**src/fcc_pkg.sv**
```systemverilog
package fcc_pkg;

  localparam int unsigned MAX_RECORD_BYTES = 65536;
  localparam int unsigned HEADER_BYTES     = 16;

  localparam int unsigned CNT_W  = $clog2(MAX_RECORD_BYTES + 1);
  localparam int unsigned LEN_W  = 32;
  localparam int unsigned CRC_W  = 32;
  localparam int unsigned MAGIC_W = 32;
  localparam int unsigned VER_W  = 16;
  localparam int unsigned PLEN_W = 16;
  localparam int unsigned POFF_W = 5;
  localparam int unsigned CFG_W  = 32;

  localparam logic [CRC_W-1:0] CRC_INIT = 32'hFFFF_FFFF;
  localparam logic [CRC_W-1:0] CRC_POLY = 32'hEDB8_8320;

  typedef enum logic [1:0] {
    ST_OK      = 2'd0,
    ST_EMPTY   = 2'd1,
    ST_VERSION = 2'd2,
    ST_DAMAGED = 2'd3
  } status_e;

  typedef enum logic [1:0] {
    FLD_MAGIC   = 2'd0,
    FLD_VERSION = 2'd1,
    FLD_LENGTH  = 2'd2,
    FLD_CRC     = 2'd3
  } field_e;

  typedef enum logic {
    REG_MAGIC   = 1'b0,
    REG_VERSION = 1'b1
  } reg_idx_e;

  typedef struct packed {
    logic [CNT_W-1:0] count;
    logic             magic_ok;
    logic [VER_W-1:0] version;
    logic [LEN_W-1:0] length;
    logic [CRC_W-1:0] crc_hdr;
    logic [CRC_W-1:0] crc_run;
  } rec_t;

  function automatic logic [CRC_W-1:0] crc32_byte(logic [CRC_W-1:0] crc, logic [7:0] b);
    logic [CRC_W-1:0] c;
    c = crc ^ {{(CRC_W-8){1'b0}}, b};
    for (int k = 0; k < 8; k++) begin
      c = (c >> 1) ^ (CRC_POLY & {CRC_W{c[0]}});
    end
    return c;
  endfunction

endpackage

```
**src/fcc_track.sv**
```systemverilog
module fcc_track (
  input  logic                         clk_i,
  input  logic                         rst_ni,
  input  logic                         step_i,
  input  logic [7:0]                   data_byte_i,
  input  logic                         is_final_i,
  input  logic [fcc_pkg::MAGIC_W-1:0]  expected_magic_i,
  output fcc_pkg::rec_t                rec_o
);

  logic [fcc_pkg::CNT_W-1:0] count_q, count_d;
  logic                      magic_ok_q, magic_ok_d;
  logic [fcc_pkg::VER_W-1:0] version_q, version_d;
  logic [fcc_pkg::LEN_W-1:0] length_q, length_d;
  logic [fcc_pkg::CRC_W-1:0] crc_hdr_q, crc_hdr_d;
  logic [fcc_pkg::CRC_W-1:0] crc_run_q, crc_run_d;

  fcc_pkg::rec_t             rec;
  logic [fcc_pkg::CNT_W-1:0] idx;
  logic [fcc_pkg::CNT_W-1:0] pay_idx;

  assign idx     = count_q;
  assign pay_idx = idx - fcc_pkg::CNT_W'(fcc_pkg::HEADER_BYTES);

  always_comb begin
    rec.count    = count_q;
    rec.magic_ok = magic_ok_q;
    rec.version  = version_q;
    rec.length   = length_q;
    rec.crc_hdr  = crc_hdr_q;
    rec.crc_run  = crc_run_q;
    if (step_i && (idx < fcc_pkg::CNT_W'(fcc_pkg::MAX_RECORD_BYTES))) begin
      if (idx < fcc_pkg::CNT_W'(fcc_pkg::HEADER_BYTES)) begin
        case (fcc_pkg::field_e'(idx[3:2]))
          fcc_pkg::FLD_MAGIC: begin
            if (expected_magic_i[8*idx[1:0] +: 8] != data_byte_i) begin
              rec.magic_ok = 1'b0;
            end
          end
          fcc_pkg::FLD_VERSION: begin
            if (!idx[1]) begin
              rec.version[8*idx[0] +: 8] = data_byte_i;
            end
          end
          fcc_pkg::FLD_LENGTH: begin
            rec.length[8*idx[1:0] +: 8] = data_byte_i;
          end
          fcc_pkg::FLD_CRC: begin
            rec.crc_hdr[8*idx[1:0] +: 8] = data_byte_i;
          end
          default: begin
          end
        endcase
      end else if (fcc_pkg::LEN_W'(pay_idx) < length_q) begin
        rec.crc_run = fcc_pkg::crc32_byte(crc_run_q, data_byte_i);
      end
      rec.count = idx + fcc_pkg::CNT_W'(1);
    end
  end

  assign rec_o = rec;

  always_comb begin
    count_d    = rec.count;
    magic_ok_d = rec.magic_ok;
    version_d  = rec.version;
    length_d   = rec.length;
    crc_hdr_d  = rec.crc_hdr;
    crc_run_d  = rec.crc_run;
    if (step_i && is_final_i) begin
      count_d    = '0;
      magic_ok_d = 1'b1;
      version_d  = '0;
      length_d   = '0;
      crc_hdr_d  = '0;
      crc_run_d  = fcc_pkg::CRC_INIT;
    end
  end

  always_ff @(posedge clk_i or negedge rst_ni) begin
    if (!rst_ni) begin
      count_q    <= '0;
      magic_ok_q <= 1'b1;
      version_q  <= '0;
      length_q   <= '0;
      crc_hdr_q  <= '0;
      crc_run_q  <= fcc_pkg::CRC_INIT;
    end else begin
      count_q    <= count_d;
      magic_ok_q <= magic_ok_d;
      version_q  <= version_d;
      length_q   <= length_d;
      crc_hdr_q  <= crc_hdr_d;
      crc_run_q  <= crc_run_d;
    end
  end

endmodule

```
**config.mk**
```make
export PLATFORM = sky130hd
export DESIGN_NAME = fcc_track
export DESIGN_NICKNAME = d
export VERILOG_FILES = /design/src/fcc_pkg.sv /design/src/fcc_track.sv
export SDC_FILE = /design/constraint.sdc
export NUM_CORES = 1
export LEC_CHECK = 0
export ABC_AREA = 1
export BUFFER_PORTS_ARGS = -buffer_cell sky130_fd_sc_hd__buf_2
export CELL_PAD_IN_SITES_DETAIL_PLACEMENT = 1
export CELL_PAD_IN_SITES_GLOBAL_PLACEMENT = 2
export CORE_ASPECT_RATIO = 0.7
export CORE_MARGIN = 2
export CORE_UTILIZATION = 30
export CTS_BUF_LIST = sky130_fd_sc_hd__clkbuf_4 sky130_fd_sc_hd__clkbuf_8
export CTS_CLUSTER_DIAMETER = 60
export DETAILED_ROUTE_END_ITERATION = 8
export PLACE_DENSITY = 0.75
export SLEW_MARGIN = 5
export SYNTH_ARGS = -nofsm -noshare
export SYNTH_HDL_FRONTEND = slang
export SYNTH_SLANG_ARGS = --single-unit
```
**constraint.sdc**
```tcl
create_clock -name clk_i -period 4.1 [get_ports clk_i]
set_input_delay 0.205 -clock clk_i [delete_from_list [all_inputs] [get_ports clk_i]]
set_output_delay 0.205 -clock clk_i [all_outputs]
set_load 0.01 [all_outputs]
```
==> results.yml <==
floorplanning:
  io_pins: 174
  chipWidth_um: 207.3
  floorplan.core_area_um2: 28690
  die_height_um: 146.3
  floorplan.initialDensity_pct: 30.24
  die_area_um2: 30320
  num_rows: 52
timing:
  slew_headroom_pct: 12.30
  timing.final.hold_violations: 0
  finalCritPeriodShare_pct: 92.04
  setup_viol_count_final: 0
  worst_hold_check_slack_ns: 0.1092
  setup-tns-final_ns: 0
  final_critical_path_setup_slack_ns: 0.3265
  grt_setup_unrepaired: "false"
  timing.final.crit_period_ns: 3.773
  worst_pin_slew_ns: 1.314
  fmax_mhz: 265.0
  timing.final.max_slew_violations: 0
  worst_clock_skew_ns: 0.01813
critical_path:
  kind_of_cell_with_the_highest_combined_delay_on_the_critical_path: "simple AND/OR/NAND/NOR gates"
  path_common_cell: "nand2_1"
  critPathMaxFanout: 8
  critical-path-max-stage-delay_ns: 0.42
  list_of_cells_traversed_by_the_critical_path: "inv_2 > ha_4 > nand4_1 > nor3_2 > nand2_1 > nor2_2 > xor2_1 > ha_1 > nand2_1 > inv_1 > nand3_1 > inv_1 > a21oi_1 > nand2_1 > nand2_1 > nand2_1 > nand2_4 > nand2_8 > clkbuf_16 > nand2_1 > nand2_1 > buf_2"
  timing.critical_path.depth: 22
  setup.reg_to_reg.worst_slack_ns: 1.02
  r2r_cells: 21
  setup.worst_path.end_class: "output port"
  worst-endpoint-required_ns: 3.89
  total_buffers_and_inverters_traversed_by_the_critical_path: 5
  start_kind: "flip-flop"
  slowest_stage: "dfrtp_1"
  setup.worst_path.class: "flip-flop to output port"
  worst_ep_arrival_time_ns: 3.57
layout:
  final_layout_size_suffix_gt1_share_pct: 25.27
  area_growth_syn_to_layout_pct: 20.80
  register_area_um2: 3296
  area_of_the_multi_input_gates_um2: 4503
  n_fill_cell: 3603
  design.final.nets: 1432
routing:
  first_iter_violations: 421
  routed_wire_length_um: 32650
  met1_routed_wirelength_after_detailed_routing_um: 17360
  detailroute.wirelength.met2_um: 13390
  top_layer_used: "met4"
  detailed_routing_iteration_count_for_the_pre_antenna_repair_pass: 4
  wl_per_cell_um: 18.59
  vias_per_cell: 4.691
  route.detailed.drc: 0
  met3_length_um: 1441
  num_vias: 8238
  antenna_violating_nets_post_route: 0
synth:
  asyncSetResetFlopFracSynth_pct: 100.0
  post_synthesis_sequential_area_ratio_pct: 37.97
  synth_warn: 0
  ys_ff_latch: 130
  synth_top_family_by_area: "simple AND/OR/NAND/NOR gates"
  postSynth.topFlopCell: "dfrtp_1"
  cell_count_after_synthesis: 1188
  syn_area_per_cell_um2: 7.303
  synthXorXnorAreaFrac_pct: 9.042
  synth.area.mux_share_pct: 0
  synth_edf_count: 0
  synth_compound_gate_area_share_pct: 7.557
  yosysUniqueCellTypes: 43
  number_of_nets_produced_by_synthesis: 1256
  yosys.area_share.adder_pct: 3.461
  synth_area_um2: 8676
  post_synth_and_or_nand_nor_area_fraction_pct: 31.34
min_path:
  worst_hold_check_path_type: "primary input to flip-flop"
  min_path_cells: 3
power_and_ir_drop:
  comb_power_share_pct: 25.1
  power.switching_fraction_pct: 35.99
  pwr-share-clk_pct: 34.0
  netSwitchingPower_mw: 1.180
  power_mw: 3.277
  reg_power_share_pct: 40.9
  cell_internal_pwr_mw: 2.098
  peakVddDrop_v: 0.0002038
  power_leakage_nw: 6.096
  cellPowerDensity_nw_per_um2: 312.7
placement:
  port-buffer-count: 173
  pre_cts_slack_ns: 0.4413
  place.detailed.hpwl_um: 24570
  place_congestion: 0.8231
global_route:
  grt_first_pass_wirelength_um: 49360
  globalRouteTotalUtil_pct: 21.36
  grt_overflow: 0
  grt_pass1_vias: 8255
  grt_max_degree: 65
  initial_antenna_violation_count: 1
clock_tree:
  cts_buffers: 17
  clk_path_buf_depth: 2
  h-tree-depth: 4
  clock_latency_ns: 0.48
  cts.root.buffer_cell: "clkbuf_8"
  cts_tree: "yes"
  cts_sinks: 130
  clkSlewWorstSetupHoldPaths_ns: 0.09
run:
  number_of_max_capacitance_violations_reported: 0
run_status:
  run_status: "finished clean"
[cells by family after synthesis]
kind of cell             count (synthesis)
AND/OR/NAND/NOR                        612
buffers and inverters                  226
adder cells (fa/ha/maj)                 24
XOR/XNOR                                84
AO/OA/AOI/OAI                          112
flip-flops                             130
[repair_timing]
| action | in CTS | in global routing |
|---|---|---|
| endpoints found under the setup margin | 32 | 32 |
| pin swaps | 0 | 2 |
| hold buffers | 1 | 0 |
| setup buffers | 0 | 7 |
| endpoints found under the hold margin | 51 | 0 |
| cloned | 0 | 4 |
| gates resized for setup | 3 | 15 |
[synthesized netlist by cell type (2+ instances only)]
cell type	count	share of area [%]
nand2_1	327	14
inv_1	174	7.5
nor2_1	101	4.4
dfrtp_1	97	28
nand3_1	91	5.2
xor2_1	58	5.9
a21oi_1	49	2.8
nor3_1	35	2.0
dfstp_2	33	10
ha_1	24	3.5
o21ai_1	22	1.3
xnor2_1	21	2.1
o21ai_2	20	2.0
nand2_2	16	1.2
clkbuf_1	15	0.65
o21ai_0	13	0.75
nor2_2	12	0.87
inv_2	10	0.43
buf_2	9	0.52
a22oi_1	7	0.61
nand4_1	7	0.50
buf_6	6	0.78
buf_1	5	0.22
nand3_2	5	0.58
nor2_4	4	0.52
clkinv_1	3	0.13
nand3b_1	3	0.26
xor2_2	3	0.56
buf_4	2	0.17
nand3_4	2	0.40
nor2_8	2	0.46
[layer usage]
| metal | vias up | GRT usage, % |
|---|---|---|
| met5 | - | 0 |
| li1 | 4032 | - |
| met1 | 4001 | 32.83 |
| met4 | 0 | 5.321 |
| met2 | 176 | 30.73 |
| met3 | 29 | 3.571 |
[layout make-up]
| cell class | instances | area share [%] |
|---|---|---|
| inverters | 188 | 6.805 |
| repair buffers | 195 | 10.66 |
| diodes | 1 | 0.02388 |
| clock buffers | 22 | 2.770 |
| multi-input cells | 832 | 42.97 |
| well taps | 378 | 4.513 |
| flip-flops and latches | 130 | 31.45 |
| clock inverters | 10 | 0.8118 |
[final timing paths]
path | start | endpoint
setup / recovery | count_q[4] | rec_o[4]
hold / removal | data_byte_i[2] | version_q[10]
setup reg to reg | count_q[4] | crc_run_q[0]
hold reg to reg | magic_ok_q | magic_ok_q
max in group asynchronous | rst_ni | crc_run_q[25]
min in group asynchronous | rst_ni | crc_hdr_q[2]
[registers in the layout, summed over array words and instances, names as in the netlist]
signal	cells
crc_run_q	32
count_q	17
magic_ok_q	1
version_q	16
length_q	32
crc_hdr_q	32
[through the flow]
step / area (µm²) / instances / utilization, %
final: 10480 / 1756 / 36.53
after detailed placement: 9881 / 1711 / 34.44
after global routing: 10480 / 1755 / 36.52
after global placement: 9881 / 1711 / 34.44
after floorplan: 8676 / 1188 / -
after CTS: 10280 / 1744 / 35.82
[cells in the final DEF, fill, tap and decap left out, types with 7 or more instances in the layout]
master	synthesis	final
o21ai_2	20	20
xor2_1	58	58
a22oi_1	7	7
xnor2_1	21	21
nor2_1	101	100
nand2_2	16	16
buf_4	2	16
a21oi_1	49	49
inv_2	10	11
nand2_1	327	325
nor3_1	35	34
clkbuf_8	0	20
inv_1	174	173
nand3_1	91	91
ha_1	24	23
buf_2	9	172
o21ai_0	13	13
nor2_2	12	13
nand4_1	7	7
dfstp_2	33	33
dfrtp_1	97	96
o21ai_1	22	22
[worst register-to-register path: stages, from the launching register on]
cell and delay, ns:
dfrtp_1 0.42, inv_2 0.13, ha_4 0.16, nand4_1 0.14, nor3_2 0.25, nand2_1 0.09, nor2_2 0.12, xor2_1 0.16
ha_1 0.24, nand2_1 0.08, inv_1 0.05, nand3_1 0.08, inv_1 0.05, a21oi_1 0.13, nand2_1 0.08, nand2_1 0.07
nand2_1 0.09, nand2_4 0.15, nand2_8 0.10, buf_6 0.22, nand2_1 0.08, nand3_1 0.11
[power groups by stage]
stage,Sequential [mW],Clock [mW],Combinational (mW)
after global routing,1.35,1.20,0.915
after CTS,1.34,1.15,0.810
after floorplan,1.36,0,0.502
final,1.34,1.11,0.822
after global placement,1.36,0,0.797
after detailed placement,1.36,0,0.803
Note: power is estimated with default switching activity, not from simulation.
